`config.mk`:
```
export PLATFORM = sky130hd
export DESIGN_NAME = two_wire_call_sign_byte_receiver
export DESIGN_NICKNAME = d
export VERILOG_FILES = /design/src/design/tcsbr_pkg.sv /design/src/design/two_wire_call_sign_byte_receiver.sv /design/src/design/tcsbr_in_stage.sv /design/src/design/tcsbr_core.sv /design/src/design/tcsbr_out_stage.sv
export SDC_FILE = /design/constraint.sdc
export NUM_CORES = 1
export LEC_CHECK = 0
export BUFFER_PORTS_ARGS = -buffer_cell sky130_fd_sc_hd__buf_2
export CAP_MARGIN = 20
export CORE_MARGIN = 4
export CORE_UTILIZATION = 55
export CTS_CLUSTER_DIAMETER = 200
export DETAILED_ROUTE_END_ITERATION = 7
export PLACE_DENSITY = 0.81
export SETUP_SLACK_MARGIN = 0.5
export SYNTH_ARGS = -nofsm -noshare
export SYNTH_HDL_FRONTEND = slang
export SYNTH_SLANG_ARGS = --single-unit
```
`constraint.sdc`:
```
create_clock -name aclk -period 5.9 [get_ports aclk]
set_input_delay 1.18 -clock aclk [delete_from_list [all_inputs] [get_ports aclk]]
set_output_delay 1.18 -clock aclk [all_outputs]
set_load 0.05 [all_outputs]
```
`src/design/tcsbr_pkg.sv`:
```
`timescale 1ns / 1ps

package tcsbr_pkg;

    localparam int NOW_W        = 32;
    localparam int FRAME_W      = 16;
    localparam int BYTE_W       = 8;
    localparam int COUNT_W      = 4;
    // call sign threshold is the bit period times four: a left shift by two
    localparam int CALL_SHIFT   = 2;
    localparam int THRESH_W     = FRAME_W + CALL_SHIFT;
    localparam int S_TDATA_W    = 40;
    localparam int M_TDATA_W    = 8;

    localparam logic [FRAME_W-1:0] BIT_PERIOD_RESET = 16'd10;
    localparam logic [COUNT_W-1:0] FRAME_BITS       = 4'd8;

    typedef struct packed {
        logic [NOW_W-1:0] now_ms;
        logic             data_level;
        logic             clock_level;
    } sample_t;

    typedef struct packed {
        logic [BYTE_W-1:0] byte_value;
        logic              byte_valid;
    } result_t;

endpackage

```
`src/design/two_wire_call_sign_byte_receiver.sv`:
```
`timescale 1ns / 1ps

// Two-wire call-sign byte receiver.
// Slave channel (s_*): one request per line sample, carrying the clock and
// data line levels and a wrapping millisecond timestamp.
// Master channel (m_*): exactly one request per sample; m_tuser flags a
// completed byte, m_tdata holds it (first bit received is the MSB, zero
// when no byte completes).
// cfg_wen/cfg_wdata write the bit period in ms; a high clock run longer than
// four periods arms a call sign, the falling edge that ends it opens a frame and
// each rising edge shifts in one data bit up to a full byte. Write it only while the block idles.
// A sample accepted into the input register moves into the result register
// once that register has space, and m_tvalid rises when it is loaded.
// Throughput: one sample per cycle while m_tready is high; the state update
// is one subtract and two compares between the input and result registers.
// Reset (aresetn low, synchronous) empties both registers, clears the line
// state and loads a period of 10 ms.
// When the receiver stalls, the result register holds, the input register
// fills, and s_tready drops until m_tready returns.
module two_wire_call_sign_byte_receiver (
    input  logic                            aclk,
    input  logic                            aresetn,
    input  logic                            cfg_wen,
    input  logic [tcsbr_pkg::FRAME_W-1:0]   cfg_wdata,   // bit period in ms
    input  logic                            s_tvalid,
    output logic                            s_tready,
    // [0] clock_level, [1] data_level, [33:2] now_ms, [39:34] zero
    input  logic [tcsbr_pkg::S_TDATA_W-1:0] s_tdata,
    output logic                            m_tvalid,
    input  logic                            m_tready,
    // [7:0] byte_value
    output logic [tcsbr_pkg::M_TDATA_W-1:0] m_tdata,
    // [0] byte_valid
    output logic                            m_tuser
);
    import tcsbr_pkg::*;

    logic    in_valid;
    logic    space;
    logic    advance;
    sample_t sample;
    result_t result_next;

    assign advance = in_valid && space;

    tcsbr_in_stage u_in_stage (
        .aclk     (aclk),
        .aresetn  (aresetn),
        .s_tvalid (s_tvalid),
        .s_tready (s_tready),
        .s_tdata  (s_tdata),
        .take     (advance),
        .in_valid (in_valid),
        .sample   (sample)
    );

    tcsbr_core u_core (
        .aclk        (aclk),
        .aresetn     (aresetn),
        .cfg_wen     (cfg_wen),
        .cfg_wdata   (cfg_wdata),
        .advance     (advance),
        .sample      (sample),
        .result_next (result_next)
    );

    tcsbr_out_stage u_out_stage (
        .aclk     (aclk),
        .aresetn  (aresetn),
        .load     (advance),
        .result   (result_next),
        .space    (space),
        .m_tvalid (m_tvalid),
        .m_tready (m_tready),
        .m_tdata  (m_tdata),
        .m_tuser  (m_tuser)
    );

endmodule

```
`src/design/tcsbr_in_stage.sv`:
```
`timescale 1ns / 1ps

module tcsbr_in_stage (
    input  logic                           aclk,
    input  logic                           aresetn,
    input  logic                           s_tvalid,
    output logic                           s_tready,
    input  logic [tcsbr_pkg::S_TDATA_W-1:0] s_tdata,
    input  logic                           take,
    output logic                           in_valid,
    output tcsbr_pkg::sample_t             sample
);
    import tcsbr_pkg::*;

    logic    valid_reg;
    logic    valid_next;
    sample_t sample_reg;
    logic    accept;

    assign s_tready = !valid_reg || take;
    assign accept   = s_tvalid && s_tready;

    always_comb begin
        valid_next = valid_reg;
        if (accept) begin
            valid_next = 1'b1;
        end else if (take) begin
            valid_next = 1'b0;
        end
    end

    always_ff @(posedge aclk) begin
        if (!aresetn) begin
            valid_reg <= 1'b0;
        end else begin
            valid_reg <= valid_next;
        end
    end

    always_ff @(posedge aclk) begin
        if (accept) begin
            sample_reg.clock_level <= s_tdata[0];
            sample_reg.data_level  <= s_tdata[1];
            sample_reg.now_ms      <= s_tdata[NOW_W+1:2];
        end
    end

    assign in_valid = valid_reg;
    assign sample   = sample_reg;

endmodule

```
`src/design/tcsbr_core.sv`:
```
`timescale 1ns / 1ps

module tcsbr_core (
    input  logic                         aclk,
    input  logic                         aresetn,
    input  logic                         cfg_wen,
    input  logic [tcsbr_pkg::FRAME_W-1:0] cfg_wdata,
    input  logic                         advance,
    input  tcsbr_pkg::sample_t           sample,
    output tcsbr_pkg::result_t           result_next
);
    import tcsbr_pkg::*;

    logic [FRAME_W-1:0] bit_period_reg;
    logic               last_clock_reg,    last_clock_next;
    logic [NOW_W-1:0]   high_start_ms_reg, high_start_ms_next;
    logic               high_timing_reg,   high_timing_next;
    logic               call_armed_reg,    call_armed_next;
    logic               frame_open_reg,    frame_open_next;
    logic [COUNT_W-1:0] bit_count_reg,     bit_count_next;
    logic [BYTE_W-1:0]  shift_bits_reg,    shift_bits_next;

    logic               falling;
    logic               rising;
    logic [NOW_W-1:0]   elapsed;
    logic [THRESH_W-1:0] threshold;

    always_ff @(posedge aclk) begin
        if (!aresetn) begin
            bit_period_reg <= BIT_PERIOD_RESET;
        end else if (cfg_wen) begin
            bit_period_reg <= cfg_wdata;
        end
    end

    assign falling   = last_clock_reg && !sample.clock_level;
    assign rising    = !last_clock_reg && sample.clock_level;
    assign elapsed   = sample.now_ms - high_start_ms_reg;
    assign threshold = {bit_period_reg, {CALL_SHIFT{1'b0}}};

    always_comb begin
        high_start_ms_next = high_start_ms_reg;
        high_timing_next   = high_timing_reg;
        call_armed_next    = call_armed_reg;
        frame_open_next    = frame_open_reg;
        bit_count_next     = bit_count_reg;
        shift_bits_next    = shift_bits_reg;
        result_next        = '0;

        // time the high run; arm when it ends long enough
        if (sample.clock_level && last_clock_reg) begin
            if (!high_timing_reg) begin
                high_start_ms_next = sample.now_ms;
                high_timing_next   = 1'b1;
            end
        end else begin
            if (high_timing_reg &&
                (elapsed > {{(NOW_W-THRESH_W){1'b0}}, threshold})) begin
                call_armed_next = 1'b1;
            end
            high_timing_next = 1'b0;
        end

        if (call_armed_next && falling) begin
            frame_open_next = 1'b1;
            call_armed_next = 1'b0;
        end

        if (frame_open_next) begin
            if (rising) begin
                shift_bits_next = {shift_bits_reg[BYTE_W-2:0], sample.data_level};
                bit_count_next  = bit_count_reg + 1'b1;
            end
            if (bit_count_next >= FRAME_BITS) begin
                result_next.byte_valid = 1'b1;
                result_next.byte_value = shift_bits_next;
                bit_count_next         = '0;
                frame_open_next        = 1'b0;
            end
        end

        last_clock_next = sample.clock_level;
    end

    always_ff @(posedge aclk) begin
        if (!aresetn) begin
            last_clock_reg    <= 1'b0;
            high_start_ms_reg <= '0;
            high_timing_reg   <= 1'b0;
            call_armed_reg    <= 1'b0;
            frame_open_reg    <= 1'b0;
            bit_count_reg     <= '0;
            shift_bits_reg    <= '0;
        end else if (advance) begin
            last_clock_reg    <= last_clock_next;
            high_start_ms_reg <= high_start_ms_next;
            high_timing_reg   <= high_timing_next;
            call_armed_reg    <= call_armed_next;
            frame_open_reg    <= frame_open_next;
            bit_count_reg     <= bit_count_next;
            shift_bits_reg    <= shift_bits_next;
        end
    end

endmodule

```
`src/design/tcsbr_out_stage.sv`:
```
`timescale 1ns / 1ps

module tcsbr_out_stage (
    input  logic                           aclk,
    input  logic                           aresetn,
    input  logic                           load,
    input  tcsbr_pkg::result_t             result,
    output logic                           space,
    output logic                           m_tvalid,
    input  logic                           m_tready,
    output logic [tcsbr_pkg::M_TDATA_W-1:0] m_tdata,
    output logic                           m_tuser
);
    import tcsbr_pkg::*;

    logic    valid_reg;
    logic    valid_next;
    result_t result_reg;

    assign space = !valid_reg || m_tready;

    always_comb begin
        valid_next = valid_reg;
        if (load) begin
            valid_next = 1'b1;
        end else if (m_tready) begin
            valid_next = 1'b0;
        end
    end

    always_ff @(posedge aclk) begin
        if (!aresetn) begin
            valid_reg <= 1'b0;
        end else begin
            valid_reg <= valid_next;
        end
    end

    always_ff @(posedge aclk) begin
        if (load) begin
            result_reg <= result;
        end
    end

    assign m_tvalid = valid_reg;
    assign m_tdata  = result_reg.byte_value;
    assign m_tuser  = result_reg.byte_valid;

endmodule

```
## Word-level counts from Yosys, hierarchy flattened

Index checks and enable logic that the tools add are counted.

- Word-level logic and storage cells: 54
- Flip-flop bits (word level): 109
- Output and inout bits: 11

- Reduce and logical (&&, ||, !) cells: 18
- Bitwise gates (word level): 1
- $add $sub $neg: 2
- Order comparisons: 2
- Mux-type cells: 16

Operators with widths:

| kind | count |
|---|---|
| greater-than comparator 32 x 18 -> 1 bit | 1 |
| subtractor 32 bit | 1 |
| two-way mux 1 bit | 12 |
| two-way mux 4 bit | 3 |
| two-way mux 8 bit | 1 |
| logical AND 1 bit | 7 |
| adder 4 x 1 -> 4 bit (second input constant) | 1 |
| >= comparator 4 bit (second input constant) | 1 |
| zero test 1 bit | 4 |
| AND reduction 2 bit | 2 |
| nonzero test 2 bit | 2 |
| AND reduction 3 bit | 1 |
| logical OR 1 bit | 2 |
| inverter 1 bit | 1 |

## Depth between registers and ports, before layout

Gate-level depths: netlist (run 1).

- Word-level depth: 11
- Mapped depth: 21
- Mapped depth without buffers: 20

## Hierarchy

A second synthesis (run 1) with hierarchy kept.

- Cell total of the unflattened synthesis: 771
- Area total of the unflattened synthesis: 6,697.7 µm²

Modules (own cells, without submodules):

| module | seq. area each (µm²) | cells each | times used | area an instance (µm²) |
|---|---|---|---|---|
| tcsbr_core | 1,281.2 | 718 | 1 | 5,293.8 |
| tcsbr_in_stage | 1,041.0 | 39 | 1 | 1,078.5 |
| tcsbr_out_stage | 290.3 | 13 | 1 | 319.1 |
| two_wire_call_sign_byte_receiver | 0.0 | 1 | 1 | 6.3 |

## Worst setup path after synthesis (run 1)

Ideal clock, no wire load.

- Kind: reg2reg
- Start: register u_in_stage.sample_reg, in the netlist u_in_stage.sample[9]
- End: register u_out_stage.result_reg, in the netlist u_out_stage.m_tdata[0] (data pin)
- Stages on the path, launching flop included: 21
- Data arrival time: 4.070 ns
- Clock period less this slack: 4.340 ns
- Setup slack: 1.560 ns
- Required time: 5.630 ns
- Cell sequence: edfxtp_1 ha_1 buf_2 nand4_1 a211oi_1 nor2_1 o21bai_1 a21o_1 a21oi_1 xnor2_1 ha_1 nand4_1 nor4_1 a31o_2 nand4_1 and4bb_1 o2111ai_1 nor4_2 nand4_1 a21oi_4 nor3_1

- Cells in the longest elaborated chain, start to end: 8

RTL lines:

| element | RTL line | source |
|---|---|---|
| start: declaration | tcsbr_in_stage.sv:17 | `sample_t sample_reg;` |
| subtractor 32 bit | tcsbr_core.sv:38 | `assign elapsed = sample.now_ms - high_start_ms_reg;` |
| greater-than comparator 32 x 18 -> 1 bit | tcsbr_core.sv:58 | `(elapsed > {{(NOW_W-THRESH_W){1'b0}}, threshold})) begin` |
| logical AND 1 bit | tcsbr_core.sv:57 | `if (high_timing_reg &&` |
| two-way mux 1 bit | tcsbr_core.sv:57 |  |
| two-way mux 1 bit | tcsbr_core.sv:51 | `if (sample.clock_level && last_clock_reg) begin` |
| logical AND 1 bit | tcsbr_core.sv:64 | `if (call_armed_next && falling) begin` |
| two-way mux 1 bit | tcsbr_core.sv:64 |  |
| AND reduction 2 bit (no source line) | n/a |  |
| end signal: assignment | tcsbr_out_stage.sv:41 | `result_reg <= result;` |
| end: declaration | tcsbr_out_stage.sv:18 | `result_t result_reg;` |

Every way passes these cells.
A chain may end at the register's enable or synchronous reset.

## Worst setup path after layout (run 1)

- Start: register u_in_stage.sample_reg, in the netlist u_in_stage.sample[10]
- End: register u_out_stage.result_reg, in the netlist u_out_stage.m_tdata[6] (data pin)

The elaborated chain is that of the path after synthesis.

==> flow_summary.html, run 1 <==
<table>
<tr><th>Metric</th><th>Value</th></tr>
<tr><th colspan="2">Yosys</th></tr>
<tr><td>Count of flip-flops with a built-in enable after synthesis</td><td>43</td></tr>
<tr><td>Yosys warnings</td><td>0</td></tr>
<tr><td>Register bit total from synthesis</td><td>109</td></tr>
<tr><td>Synthesized instance count</td><td>748</td></tr>
<tr><td>Most common flop cell mapped by yosys</td><td>sky130_fd_sc_hd__dfxtp_1</td></tr>
<tr><td>Share of flip-flops with an asynchronous set or reset</td><td>0</td></tr>
<tr><td>Number of distinct library cells after synthesis</td><td>70</td></tr>
<tr><td>Post-Synthesis Net Count</td><td>858</td></tr>
<tr><td>Cell area after synthesis</td><td>6570 µm²</td></tr>
<tr><td>Average instance area after synthesis</td><td>8.78 µm²</td></tr>
<tr><td>Post-synthesis sequential area ratio</td><td>0.398</td></tr>
<tr><th colspan="2">Clock tree</th></tr>
<tr><td>CTS clk-pin slew, worst paths</td><td>approximately 0.070 ns</td></tr>
<tr><td>TritonCTS Buffers</td><td>9</td></tr>
<tr><td># H-tree levels</td><td>3</td></tr>
<tr><td>Clock tree from TritonCTS</td><td>done</td></tr>
<tr><td>Clock network latency to the later pin of the worst-skew pair</td><td>0.35 ns</td></tr>
<tr><td>Count of hold-fix buffers inserted at cts</td><td>0</td></tr>
<tr><td>CTS sink cnt</td><td>~110</td></tr>
<tr><td>Maximum number of buffers from clock root to sink</td><td>2</td></tr>
<tr><td>Clock root cell</td><td>sky130_fd_sc_hd__clkbuf_16</td></tr>
<tr><th colspan="2">Floorplan</th></tr>
<tr><td>Height of the chip</td><td>117 µm</td></tr>
<tr><td>DIE AREA</td><td>around 14,000 µm²</td></tr>
<tr><td>Top Ports</td><td>72</td></tr>
<tr><td>Site row count</td><td>39</td></tr>
<tr><td>Effective utilization at floorplan</td><td>0.568</td></tr>
<tr><td>Width of the die</td><td>117 µm</td></tr>
<tr><td>Area of the core</td><td>11,600 µm²</td></tr>
<tr><th colspan="2">Route</th></tr>
<tr><td>Routed Wire Length</td><td>14.6 mm</td></tr>
<tr><td>Number of DRC violations after detailed-routing iteration 0</td><td>around 510</td></tr>
<tr><td>Vias per Instance</td><td>slightly below 6</td></tr>
<tr><td>Routed via count</td><td>5,443</td></tr>
<tr><td>Total iterations of the first detailed-routing run</td><td>5</td></tr>
<tr><td>Antenna viol nets, final</td><td>0</td></tr>
<tr><td>Average routed wire per standard cell</td><td>15.5 µm</td></tr>
<tr><td>Count of unresolved DRC violations after routing</td><td>0</td></tr>
<tr><th colspan="2">GRT</th></tr>
<tr><td>Grt met3 use</td><td>0.0530</td></tr>
<tr><td>Number of global-route vias before repair</td><td>5,086</td></tr>
<tr><td>Busiest metal layer after global routing</td><td>met2</td></tr>
<tr><td>Pin count of the biggest net entering global routing</td><td>69</td></tr>
<tr><td>Global route total overflow</td><td>0</td></tr>
<tr><td>Met2 usage in global routing</td><td>0.351</td></tr>
<tr><td>Global-route total usage across every layer</td><td>0.219</td></tr>
<tr><td>GR Util met1</td><td>0.294</td></tr>
<tr><td>Initial antenna violation count</td><td>0</td></tr>
<tr><td>First-pass GRT wire length</td><td>24.0 mm</td></tr>
<tr><th colspan="2">Placed design</th></tr>
<tr><td>Placer Congestion</td><td>between 0.9 and 1</td></tr>
<tr><td>Buffers on Ports</td><td>65</td></tr>
<tr><td>Placement-stage worst setup slack</td><td>approximately 0.60 ns</td></tr>
<tr><td>Placed wire-length estimate after detailed placement</td><td>10.8 mm</td></tr>
<tr><td>Placed instance count</td><td>922</td></tr>
<tr><th colspan="2">Final layout</th></tr>
<tr><td>Fillers</td><td>952</td></tr>
<tr><td>Final core utilization</td><td>0.631</td></tr>
<tr><td>Fin nets</td><td>903</td></tr>
<tr><td>Share of final-layout standard cells stronger than drive strength 1</td><td>0.125</td></tr>
<tr><td>Highest-count cells in the layout ignoring fill and taps</td><td>sky130_fd_sc_hd__nand2_1, sky130_fd_sc_hd__dfxtp_1, sky130_fd_sc_hd__buf_2, sky130_fd_sc_hd__inv_1</td></tr>
<tr><td>Diodes inserted</td><td>0</td></tr>
<tr><td>Number of flip-flops in the largest register</td><td>34</td></tr>
<tr><td>Most common library cell in the layout ignoring fill and taps</td><td>sky130_fd_sc_hd__nand2_1</td></tr>
<tr><td>Area Overhead vs Synth</td><td>11.1%</td></tr>
<tr><td>Count of placed standard cells in the final layout, fillers left out</td><td>approximately 940</td></tr>
<tr><th colspan="2">STA</th></tr>
<tr><td>Highest clock rate</td><td>between 150 and 200 MHz</td></tr>
<tr><td>Worst-case setup margin in the final layout</td><td>just over 0.8 ns</td></tr>
<tr><td>Slew headroom</td><td>0.258</td></tr>
<tr><td>Clk_skew</td><td>0.00699 ns</td></tr>
<tr><td>Final critical-path share of the clock period</td><td>0.859</td></tr>
<tr><td>Final hold violation count</td><td>0</td></tr>
<tr><td>Transition time of the tightest slew-check pin</td><td>1.11 ns</td></tr>
<tr><td>Setup-violating endpoint count in the final report</td><td>0</td></tr>
<tr><td>Final worst path period need</td><td>5.07 ns</td></tr>
<tr><td>Max-slew violation count</td><td>0</td></tr>
<tr><td>Total Neg Setup Slack</td><td>0 ns</td></tr>
<tr><td>Unrepaired setup endpoints after global routing</td><td>no</td></tr>
<tr><th colspan="2">Worst setup path</th></tr>
<tr><td>Critical Path End Type</td><td>flip-flop</td></tr>
<tr><td>Setup CP Type</td><td>flip-flop to flip-flop</td></tr>
<tr><td>Critical path fanouts, max</td><td>7</td></tr>
<tr><td>Arr. time, crit path</td><td>5.14 ns</td></tr>
<tr><td>Critical Path Source Type</td><td>flip-flop</td></tr>
<tr><td>Required time at the worst-slack endpoint</td><td>5.97 ns</td></tr>
<tr><th colspan="2">Flow run</th></tr>
<tr><td>Max-cap violations</td><td>0</td></tr>
<tr><th colspan="2">Pwr</th></tr>
<tr><td>Static Leak</td><td>2.71 nW</td></tr>
<tr><td>Power Dens Cells</td><td>~230 nW/µm²</td></tr>
<tr><td>Tot Pwr</td><td>1.70 mW</td></tr>
<tr><td>Largest vdd supply drop</td><td>about 0.19 mV</td></tr>
<tr><th colspan="2">Hold path</th></tr>
<tr><td>Hold Path Class</td><td>flip-flop to flip-flop</td></tr>
<tr><th colspan="2">Run status</th></tr>
<tr><td>Outcome</td><td>completed</td></tr>
</table>
[cell type report]
type	instances	area [µm²]	area share
clock buffer	14	285	0.0391
clock inverter	2	13.8	0.00189
inverter	58	218	0.0298
multi-input combinational	545	3610	0.494
sequential	109	2610	0.358
tap	143	179	0.0245
timing repair buffer	70	383	0.0525
[what timing repair did]
action | 4_1_cts | 5_1_grt
setup endpoints to repair | 0 | 15
gates resized for setup | 0 | 3
setup buffers | 0 | 1
endpoints found under the hold margin | 0 | 0
[power breakdown]
group,leakage (nW),switching [mW],internal (mW)
Sequential,0.947,0.0140,0.810
Clock,0.148,0.261,0.336
Combinational,1.62,0.173,0.110
[cells in the mapped netlist (all sizes together) (11+ instances only)]
| library cell | instances | area [µm²] |
|---|---|---|
| buf | 12 | 63.8 |
| o211ai | 11 | 82.6 |
| inv | 57 | 214 |
| nand2 | 128 | 480 |
| mux2i | 22 | 220 |
| a21oi | 51 | 282 |
| o21ai | 24 | 120 |
| a21boi | 43 | 323 |
| nand4 | 19 | 119 |
| edfxtp | 43 | 1290 |
| dfxtp | 66 | 1320 |
| nor2 | 32 | 120 |
| nor2b | 19 | 119 |
| nand3 | 16 | 80.1 |
| ha | 48 | 601 |
| nor3 | 17 | 85.1 |
| clkbuf | 25 | 95.1 |
[per-layer routing]
| metal | vias to the layer above | share of wire |
|---|---|---|
| li1 | 2752 | - |
| met1 | 2504 | 0.46 |
| met2 | 165 | 0.46 |
| met3 | 22 | 0.060 |
| met4 | 0 | 0.018 |
| met5 | - | 0 |
[critical path: stages, from the launching register on]
cell and delay [ns]:
sky130_fd_sc_hd__edfxtp_1 0.39, sky130_fd_sc_hd__ha_1 0.48, sky130_fd_sc_hd__nand4_1 0.24, sky130_fd_sc_hd__a211oi_2 0.30
sky130_fd_sc_hd__nor2_1 0.11, sky130_fd_sc_hd__o21bai_2 0.26, sky130_fd_sc_hd__a21o_1 0.15, sky130_fd_sc_hd__a21oi_1 0.08
sky130_fd_sc_hd__xnor2_1 0.18, sky130_fd_sc_hd__ha_1 0.34, sky130_fd_sc_hd__nand4_1 0.18, sky130_fd_sc_hd__nor4_2 0.38
sky130_fd_sc_hd__a31o_2 0.23, sky130_fd_sc_hd__nand4_1 0.07, sky130_fd_sc_hd__and4bb_1 0.29, sky130_fd_sc_hd__o2111ai_1 0.12
sky130_fd_sc_hd__nor4_2 0.34, sky130_fd_sc_hd__nand4_1 0.13, sky130_fd_sc_hd__buf_4 0.19, sky130_fd_sc_hd__a21oi_2 0.22
sky130_fd_sc_hd__nor3_1 0.08
[cell families (layout without fill, tap and decap cells)]
kind of cell / after synthesis / after routing / share of synthesized area
compound gates: 190 / 191 / 0.203
xor+xnor: 20 / 20 / 0.0267
fa+ha+maj: 49 / 49 / 0.0945
buf+inv: 95 / 144 / 0.0574
flops: 109 / 109 / 0.398
mux: 23 / 23 / 0.0353
simple gates: 262 / 262 / 0.186
[worst paths after layout]
| path | startpoint | to | slack (ns) | cells after the start |
|---|---|---|---|---|
| setup reg to reg | u_in_stage.sample[10] | u_out_stage.m_tdata[6] | 0.83 | 20 |
| hold reg to reg | u_core.high_start_ms_reg[24] | u_core.high_start_ms_reg[24] | 0.46 | 2 |
| setup / recovery | u_in_stage.sample[10] | u_out_stage.m_tdata[6] | 0.83 | 20 |
| hold / removal | u_core.high_start_ms_reg[24] | u_core.high_start_ms_reg[24] | 0.46 | 2 |
[per-stage QoR]
stage / hold slack (ns) / area, µm²
floorplan: 0.443 / 6570
global placement: 0.450 / 6940
detailed placement: 0.459 / 6940
CTS: 0.468 / 7240
global route: 0.492 / 7300
finish: 0.464 / 7300
Note: power is estimated with default switching activity, not from simulation.
==> run 2, diff against run 1 <==
==> constraint.sdc (replaced) <==
create_clock -name aclk -period 6.4 [get_ports aclk]
set_input_delay 1.28 -clock aclk [delete_from_list [all_inputs] [get_ports aclk]]
set_output_delay 1.28 -clock aclk [all_outputs]
set_load 0.05 [all_outputs]
==> run 2 against run 1 <==
Effect of this change:
- largest cell class unchanged
- hold slack got worse by 0.0011 ns
- combinational power down 8.8%
- critical path depth fell by 1
- power fell by 10%
- critical path type unchanged
- die area unchanged
==> flow_summary.html, run 2 (synthesized netlist as in run 1, its figures left out) <==
<table>
<tr><th>Metric</th><th>Value</th></tr>
<tr><th colspan="2">GRT</th></tr>
<tr><td>Global-route total usage across every layer</td><td>0.218 (-0.00132)</td></tr>
<tr><td>First-pass GRT wire length</td><td>23.8 mm (-0.75%)</td></tr>
<tr><td>Number of global-route vias before repair</td><td>5,004 (-1.6%)</td></tr>
<tr><td>Initial antenna violation count</td><td>0 (unchanged)</td></tr>
<tr><td>Global route total overflow</td><td>0 (unchanged)</td></tr>
<tr><td>Pin count of the biggest net entering global routing</td><td>69 (unchanged)</td></tr>
<tr><th colspan="2">Clock tree</th></tr>
<tr><td># H-tree levels</td><td>3 (unchanged)</td></tr>
<tr><td>Clock root cell</td><td>sky130_fd_sc_hd__clkbuf_16</td></tr>
<tr><td>Maximum number of buffers from clock root to sink</td><td>2 (unchanged)</td></tr>
<tr><td>Post-CTS Setup Bufs</td><td>0 (unchanged)</td></tr>
<tr><td>Clock tree from TritonCTS</td><td>done</td></tr>
<tr><td>Count of hold-fix buffers inserted at cts</td><td>0 (unchanged)</td></tr>
<tr><td>Clock network latency to the later pin of the worst-skew pair</td><td>0.35 ns (about the same)</td></tr>
<tr><td>CTS clk-pin slew, worst paths</td><td>0.07 ns (about the same)</td></tr>
<tr><td>CTS sink cnt</td><td>109 (unchanged)</td></tr>
<tr><td>CTS-repair resized insts</td><td>0 (unchanged)</td></tr>
<tr><td>TritonCTS Buffers</td><td>9 (unchanged)</td></tr>
<tr><th colspan="2">Floorplan</th></tr>
<tr><td>Area of the core</td><td>11,600 µm² (unchanged)</td></tr>
<tr><td>Height of the chip</td><td>117 µm (unchanged)</td></tr>
<tr><td>Width of the die</td><td>117 µm (unchanged)</td></tr>
<tr><td>DIE AREA</td><td>13,800 µm² (unchanged)</td></tr>
<tr><td>Site row count</td><td>39 (unchanged)</td></tr>
<tr><td>Effective utilization at floorplan</td><td>0.568 (unchanged)</td></tr>
<tr><td>Top Ports</td><td>72 (unchanged)</td></tr>
<tr><th colspan="2">Route</th></tr>
<tr><td>Total iterations of the first detailed-routing run</td><td>5 (unchanged)</td></tr>
<tr><td>Routed Wire Length</td><td>14.5 mm (-0.71%)</td></tr>
<tr><td>Count of unresolved DRC violations after routing</td><td>0 (unchanged)</td></tr>
<tr><td>Average routed wire per standard cell</td><td>15.4 µm (-0.50%)</td></tr>
<tr><td>Number of DRC violations after detailed-routing iteration 0</td><td>398 (-22%)</td></tr>
<tr><td>Antenna viol nets, final</td><td>0 (unchanged)</td></tr>
<tr><td>Vias per Instance</td><td>5.72 (-1.1%)</td></tr>
<tr><td>Routed via count</td><td>5,373 (-1.3%)</td></tr>
<tr><th colspan="2">Run status</th></tr>
<tr><td>Outcome</td><td>completed</td></tr>
<tr><th colspan="2">STA</th></tr>
<tr><td>Final hold violation count</td><td>0 (unchanged)</td></tr>
<tr><td>Final critical-path share of the clock period</td><td>0.841 (-0.0177)</td></tr>
<tr><td>Setup-violating endpoint count in the final report</td><td>0 (unchanged)</td></tr>
<tr><td>Unrepaired setup endpoints after global routing</td><td>no</td></tr>
<tr><td>Highest clock rate</td><td>186 MHz (-5.9%)</td></tr>
<tr><td>Worst hold slack across all endpoints</td><td>0.463 ns (-0.00107 ns)</td></tr>
<tr><td>Transition time of the tightest slew-check pin</td><td>1.07 ns (-0.0402 ns)</td></tr>
<tr><td>Final worst path period need</td><td>5.39 ns (+0.316 ns)</td></tr>
<tr><td>Slew headroom</td><td>0.285 (+0.0269)</td></tr>
<tr><td>Total Neg Setup Slack</td><td>0 ns (unchanged)</td></tr>
<tr><td>Clk_skew</td><td>0.00744 ns (+0.000452 ns)</td></tr>
<tr><td>Max-slew violation count</td><td>0 (unchanged)</td></tr>
<tr><th colspan="2">Final layout</th></tr>
<tr><td>Diodes inserted</td><td>0 (unchanged)</td></tr>
<tr><td>Fillers</td><td>976 (+2.5%)</td></tr>
<tr><td>Share of final-layout standard cells stronger than drive strength 1</td><td>0.118 (-0.00722)</td></tr>
<tr><td>Number of flip-flops in the largest register</td><td>34 (unchanged)</td></tr>
<tr><td>Area of the multi-input gates</td><td>3580 µm² (-0.66%)</td></tr>
<tr><td>Highest-count cells in the layout ignoring fill and taps</td><td>sky130_fd_sc_hd__nand2_1, sky130_fd_sc_hd__dfxtp_1, sky130_fd_sc_hd__buf_2, sky130_fd_sc_hd__inv_1</td></tr>
<tr><td>Most common library cell in the layout ignoring fill and taps</td><td>sky130_fd_sc_hd__nand2_1</td></tr>
<tr><td>Fin nets</td><td>901 (-0.22%)</td></tr>
<tr><td>Area Overhead vs Synth</td><td>10.1%</td></tr>
<tr><td>Register Area</td><td>2610 µm² (unchanged)</td></tr>
<tr><th colspan="2">Placed design</th></tr>
<tr><td>Placed wire-length estimate after detailed placement</td><td>10.8 mm (+0.22%)</td></tr>
<tr><td>Placer Congestion</td><td>0.906 (-0.89%)</td></tr>
<tr><td>Buffers on Ports</td><td>65 (unchanged)</td></tr>
<tr><th colspan="2">Worst setup path</th></tr>
<tr><td>Critical Path End Type</td><td>flip-flop</td></tr>
<tr><td>Critical path fanouts, max</td><td>9 (+2)</td></tr>
<tr><td>Arr. time, crit path</td><td>5.46 ns (+0.32 ns)</td></tr>
<tr><td>Setup CP Type</td><td>flip-flop to flip-flop</td></tr>
<tr><td>Critical Path Source Type</td><td>flip-flop</td></tr>
<tr><td>Required time at the worst-slack endpoint</td><td>6.47 ns (+0.50 ns)</td></tr>
<tr><th colspan="2">Pwr</th></tr>
<tr><td>Tot Pwr</td><td>1.52 mW (-10%)</td></tr>
<tr><td>Largest vdd supply drop</td><td>0.221 mV (+18%)</td></tr>
<tr><td>Static Leak</td><td>2.69 nW (-1.0%)</td></tr>
<tr><td>Power Dens Cells</td><td>211 nW/µm² (-9.6%)</td></tr>
<tr><th colspan="2">Flow run</th></tr>
<tr><td>Max-cap violations</td><td>0 (unchanged)</td></tr>
<tr><th colspan="2">Hold path</th></tr>
<tr><td>Hold Path Class</td><td>flip-flop to flip-flop</td></tr>
</table>
==> run 2: cell count changes in the layout (fill, tap and decap cells not counted), sizes merged <==
cell    delta
buf        -1
a21oi      -1
clkbuf     -3
inv        +1
clkinv     +2
==> run 2: final timing paths <==
kind	from	end	slack, ns	cells after the start
worst min register to register	u_core.high_start_ms_reg[12]	u_core.high_start_ms_reg[12]	0.46	2
worst min-delay path	u_core.high_start_ms_reg[12]	u_core.high_start_ms_reg[12]	0.46	2
worst max-delay path	u_in_stage.sample[10]	u_out_stage.m_tdata[3]	1.01	19
worst max register to register	u_in_stage.sample[10]	u_out_stage.m_tdata[3]	1.01	19
==> run 2: final cells by class <==
cell class | count | share of cell area
timing repair buffer | 69 | 0.0519
sequential | 109 | 0.361
clock inverter | 5 | 0.00381
inverter | 58 | 0.0301
clock buffer | 11 | 0.0322
multi-input combinational | 544 | 0.496
tap | 143 | 0.0248
==> run 2: per-layer routing <==
layer,GRT usage,vias up,wire length (µm)
met4,0.0619,0,224
met3,0.0473,20,807
met5,0,-,0
met2,0.352,152,6690
li1,-,2747,-
met1,0.295,2454,6750
==> run 2: stage by stage <==
step / cells / instance area [µm²] / util / worst slack [ns]
2_1_floorplan: 748 / 6570 / - / 2.06
3_3_place_gp: 921 / 6930 / 0.599 / 1.18
3_5_place_dp: 921 / 6930 / 0.599 / 1.10
4_1_cts: 937 / 7190 / 0.622 / 1.07
5_1_grt: 939 / 7230 / 0.625 / 0.586
6_report: 939 / 7230 / 0.625 / 1.01
==> run 2: worst max-delay path, stage by stage (launching register included) <==
cell and delay [ns]:
sky130_fd_sc_hd__edfxtp_1 0.39, sky130_fd_sc_hd__ha_1 0.48, sky130_fd_sc_hd__nand4_1 0.24, sky130_fd_sc_hd__a211oi_1 0.40
sky130_fd_sc_hd__nor2_1 0.11, sky130_fd_sc_hd__o21bai_1 0.38, sky130_fd_sc_hd__a21o_1 0.18, sky130_fd_sc_hd__a21oi_1 0.08
sky130_fd_sc_hd__xnor2_1 0.19, sky130_fd_sc_hd__ha_1 0.33, sky130_fd_sc_hd__nand4_1 0.14, sky130_fd_sc_hd__nor4_1 0.43
sky130_fd_sc_hd__a31o_2 0.23, sky130_fd_sc_hd__nand4_1 0.07, sky130_fd_sc_hd__and4bb_1 0.29, sky130_fd_sc_hd__o2111ai_1 0.11
sky130_fd_sc_hd__nor4_2 0.34, sky130_fd_sc_hd__nand4_1 0.29, sky130_fd_sc_hd__a21oi_4 0.32, sky130_fd_sc_hd__nor3_1 0.09
==> run 2: where the power goes <==
part           internal (mW)  switching, mW  leakage [nW]  total [mW]
Clock                  0.262          0.245         0.131       0.507
Sequential             0.747         0.0127         0.947       0.759
Combinational          0.102          0.157          1.61       0.258
Total                   1.11          0.414          2.69        1.52
==> run 3, diff against run 2 <==
==> constraint.sdc (replaced) <==
create_clock -name aclk -period 5.3 [get_ports aclk]
set_input_delay 1.06 -clock aclk [delete_from_list [all_inputs] [get_ports aclk]]
set_output_delay 1.06 -clock aclk [all_outputs]
set_load 0.05 [all_outputs]
==> run 3 against run 2 <==
Effect of this change:
- wire length up 4.5%
- critical path depth up 2
- count of clock-buffer cells in the layout up 4
- sequential power up 21%
- maximum frequency up 17%
- sequential cell count unchanged
- largest cell class unchanged
==> flow_summary.html, run 3 (synthesized netlist as in run 1, its figures left out) <==
<table>
<tr><th>Metric</th><th>Value</th></tr>
<tr><th colspan="2">Worst setup path</th></tr>
<tr><td>Required time at the worst-slack endpoint</td><td>5.37 ns (-1.10 ns)</td></tr>
<tr><td>Critical Path End Type</td><td>flip-flop</td></tr>
<tr><td>Critical Path Source Type</td><td>flip-flop</td></tr>
<tr><td>Arr. time, crit path</td><td>4.67 ns (-0.79 ns)</td></tr>
<tr><td>Critical path fanouts, max</td><td>5 (-4)</td></tr>
<tr><td>Setup CP Type</td><td>flip-flop to flip-flop</td></tr>
<tr><th colspan="2">GRT</th></tr>
<tr><td>Global route total overflow</td><td>0 (unchanged)</td></tr>
<tr><td>First-pass GRT wire length</td><td>23.9 mm (+0.61%)</td></tr>
<tr><td>Number of global-route vias before repair</td><td>5,096 (+1.8%)</td></tr>
<tr><td>Global-route total usage across every layer</td><td>0.221 (+0.00283)</td></tr>
<tr><td>Initial antenna violation count</td><td>0 (unchanged)</td></tr>
<tr><td>Pin count of the biggest net entering global routing</td><td>69 (unchanged)</td></tr>
<tr><th colspan="2">Pwr</th></tr>
<tr><td>Clock power share</td><td>0.333 (about the same)</td></tr>
<tr><td>Largest vdd supply drop</td><td>0.275 mV (+24%)</td></tr>
<tr><td>Static Leak</td><td>2.75 nW (+2.3%)</td></tr>
<tr><td>Power dissipated by switching net loads</td><td>0.503 mW (+21%)</td></tr>
<tr><td>Gate power share</td><td>0.176 (+0.007)</td></tr>
<tr><td>Reg power frac</td><td>0.491 (-0.007)</td></tr>
<tr><td>Net switching fraction of the power</td><td>0.269 (-0.00289)</td></tr>
<tr><td>Internal power consumption</td><td>1.37 mW (+23%)</td></tr>
<tr><td>Power Dens Cells</td><td>251 nW/µm² (+19%)</td></tr>
<tr><th colspan="2">STA</th></tr>
<tr><td>Final critical-path share of the clock period</td><td>0.867 (+0.0256)</td></tr>
<tr><td>Worst hold slack across all endpoints</td><td>0.463 ns (-0.000371 ns)</td></tr>
<tr><td>Unrepaired setup endpoints after global routing</td><td>no</td></tr>
<tr><td>Setup-violating endpoint count in the final report</td><td>0 (unchanged)</td></tr>
<tr><td>Total Neg Setup Slack</td><td>0 ns (unchanged)</td></tr>
<tr><td>Transition time of the tightest slew-check pin</td><td>1.11 ns (+0.0417 ns)</td></tr>
<tr><td>Final worst path period need</td><td>4.60 ns (-0.790 ns)</td></tr>
<tr><td>Slew headroom</td><td>0.257 (-0.0279)</td></tr>
<tr><td>Clk_skew</td><td>0.0121 ns (+0.00465 ns)</td></tr>
<tr><td>Final hold violation count</td><td>0 (unchanged)</td></tr>
<tr><td>Max-slew violation count</td><td>0 (unchanged)</td></tr>
<tr><td>Highest clock rate</td><td>218 MHz (+17%)</td></tr>
<tr><th colspan="2">Clock tree</th></tr>
<tr><td># H-tree levels</td><td>3 (unchanged)</td></tr>
<tr><td>Clock network latency to the later pin of the worst-skew pair</td><td>0.36 ns (about the same)</td></tr>
<tr><td>CTS sink cnt</td><td>109 (unchanged)</td></tr>
<tr><td>CTS clk-pin slew, worst paths</td><td>0.07 ns (about the same)</td></tr>
<tr><td>Maximum number of buffers from clock root to sink</td><td>2 (unchanged)</td></tr>
<tr><td>Clock tree from TritonCTS</td><td>done</td></tr>
<tr><td>TritonCTS Buffers</td><td>9 (unchanged)</td></tr>
<tr><td>Count of hold-fix buffers inserted at cts</td><td>0 (unchanged)</td></tr>
<tr><td>Clock root cell</td><td>sky130_fd_sc_hd__clkbuf_16</td></tr>
<tr><th colspan="2">Route</th></tr>
<tr><td>Total iterations of the first detailed-routing run</td><td>5 (unchanged)</td></tr>
<tr><td>Routed met2 length</td><td>7.07 mm (+5.6%)</td></tr>
<tr><td>Number of DRC violations after detailed-routing iteration 0</td><td>427 (+7.3%)</td></tr>
<tr><td>Routed via count</td><td>5,481 (+2.0%)</td></tr>
<tr><td>Routed Wire Length</td><td>15.1 mm (+4.5%)</td></tr>
<tr><td>Wl on met1</td><td>7.01 mm (+3.9%)</td></tr>
<tr><td>Count of unresolved DRC violations after routing</td><td>0 (unchanged)</td></tr>
<tr><td>Highest metal layer with signal wires</td><td>met4</td></tr>
<tr><td>Antenna viol nets, final</td><td>0 (unchanged)</td></tr>
<tr><td>Vias per Instance</td><td>5.76 (+0.72%)</td></tr>
<tr><td>Average routed wire per standard cell</td><td>15.9 µm (+3.1%)</td></tr>
<tr><td>Met3 wire len</td><td>827 µm (+2.5%)</td></tr>
<tr><th colspan="2">Final layout</th></tr>
<tr><td>Final core utilization</td><td>0.643 (+0.0181)</td></tr>
<tr><td>Fillers</td><td>935 (-4.2%)</td></tr>
<tr><td>Fin nets</td><td>913 (+1.3%)</td></tr>
<tr><td>Area Overhead vs Synth</td><td>13.2%</td></tr>
<tr><td>Diodes inserted</td><td>0 (unchanged)</td></tr>
<tr><td>Number of flip-flops in the largest register</td><td>34 (unchanged)</td></tr>
<tr><td>Non-Filler Cell Area, Final</td><td>7440 µm² (+2.9%)</td></tr>
<tr><td>Highest-count cells in the layout ignoring fill and taps</td><td>sky130_fd_sc_hd__nand2_1, sky130_fd_sc_hd__dfxtp_1, sky130_fd_sc_hd__buf_2, sky130_fd_sc_hd__inv_1, sky130_fd_sc_hd__a21oi_1</td></tr>
<tr><td>Share of final-layout standard cells stronger than drive strength 1</td><td>0.150 (+0.0317)</td></tr>
<tr><td>Most common library cell in the layout ignoring fill and taps</td><td>sky130_fd_sc_hd__nand2_1</td></tr>
<tr><th colspan="2">Floorplan</th></tr>
<tr><td>Top Ports</td><td>72 (unchanged)</td></tr>
<tr><td>Site row count</td><td>39 (unchanged)</td></tr>
<tr><td>Height of the chip</td><td>117 µm (unchanged)</td></tr>
<tr><td>Effective utilization at floorplan</td><td>0.568 (unchanged)</td></tr>
<tr><td>DIE AREA</td><td>13,800 µm² (unchanged)</td></tr>
<tr><td>Area of the core</td><td>11,600 µm² (unchanged)</td></tr>
<tr><td>Width of the die</td><td>117 µm (unchanged)</td></tr>
<tr><th colspan="2">Placed design</th></tr>
<tr><td>Post-placement cell area</td><td>6950 µm² (+0.32%)</td></tr>
<tr><td>Placed wire-length estimate after detailed placement</td><td>10.9 mm (+0.38%)</td></tr>
<tr><td>Buffers on Ports</td><td>65 (unchanged)</td></tr>
<tr><td>Placer Congestion</td><td>0.925 (+2.1%)</td></tr>
<tr><th colspan="2">Run status</th></tr>
<tr><td>Outcome</td><td>completed</td></tr>
<tr><th colspan="2">Flow run</th></tr>
<tr><td>Max-cap violations</td><td>0 (unchanged)</td></tr>
<tr><th colspan="2">Hold path</th></tr>
<tr><td>Hold Path Class</td><td>flip-flop to flip-flop</td></tr>
</table>
run 3: metrics by stage:
stage	power, mW	cells	worst slack (ns)
6_report	1.87	951	0.705
5_1_grt	1.96	951	0.455
4_1_cts	1.87	942	0.527
3_5_place_dp	1.25	924	0.216
3_3_place_gp	1.24	924	0.312
2_1_floorplan	1.16	748	0.960
run 3: final cells by class:
type,count,area [µm²],share of cell area
Tap cell,143,179,0.0241
Multi-Input combinational cell,545,3710,0.499
Sequential cell,109,2610,0.351
Clock inverter,1,8.76,0.00118
Timing Repair Buffer,80,449,0.0604
Clock buffer,15,258,0.0347
Inverter,58,218,0.0293
run 3: per-layer routing:
layer | track usage | vias up
met3 | 0.0560 | 23
met1 | 0.289 | 2542
li1 | - | 2773
met4 | 0.0566 | 0
met2 | 0.366 | 143
met5 | 0 | -
run 3: worst max-delay path, cell delays in order (launching register included):
cell and delay (ns):
sky130_fd_sc_hd__edfxtp_1 0.35, sky130_fd_sc_hd__inv_1 0.05, sky130_fd_sc_hd__ha_1 0.21, sky130_fd_sc_hd__fa_2 0.37, sky130_fd_sc_hd__nand2b_4 0.18, sky130_fd_sc_hd__a21oi_4 0.19, sky130_fd_sc_hd__o211ai_1 0.15, sky130_fd_sc_hd__a21oi_2 0.24
sky130_fd_sc_hd__nor2_1 0.10, sky130_fd_sc_hd__xnor2_1 0.18, sky130_fd_sc_hd__ha_1 0.30, sky130_fd_sc_hd__nand4_1 0.15, sky130_fd_sc_hd__nor4_2 0.23, sky130_fd_sc_hd__a31o_2 0.23, sky130_fd_sc_hd__nand4_1 0.07, sky130_fd_sc_hd__and4bb_1 0.27
sky130_fd_sc_hd__o2111ai_1 0.13, sky130_fd_sc_hd__nor4_2 0.35, sky130_fd_sc_hd__nand4_1 0.15, sky130_fd_sc_hd__buf_6 0.17, sky130_fd_sc_hd__a21oi_4 0.18, sky130_fd_sc_hd__nor3_1 0.08
run 3: final timing paths:
path | from | to | slack (ns) | cells after the start
worst min-delay path | u_core.high_start_ms_reg[22] | u_core.high_start_ms_reg[22] | 0.46 | 2
worst max-delay path | u_in_stage.sample[2] | u_out_stage.m_tdata[3] | 0.70 | 21
worst max register to register | u_in_stage.sample[2] | u_out_stage.m_tdata[3] | 0.70 | 21
worst min register to register | u_core.high_start_ms_reg[22] | u_core.high_start_ms_reg[22] | 0.46 | 2
run 3: timing repair:
item | in CTS | in global routing
cloned | 1 | 0
hold endpoints to repair | 0 | 0
pin swaps | 2 | 23
endpoints found under the setup margin | 14 | 15
gates resized for setup | 6 | 19
setup buffers | 1 | 8
run 3: power by group through the flow:
stage	Sequential, mW	Combinational [mW]	Clock, mW
final	0.918	0.329	0.622
after global routing	0.921	0.364	0.671
after CTS	0.917	0.313	0.641
after detailed placement	0.936	0.310	0
after global placement	0.935	0.300	0
after floorplan	0.946	0.213	0
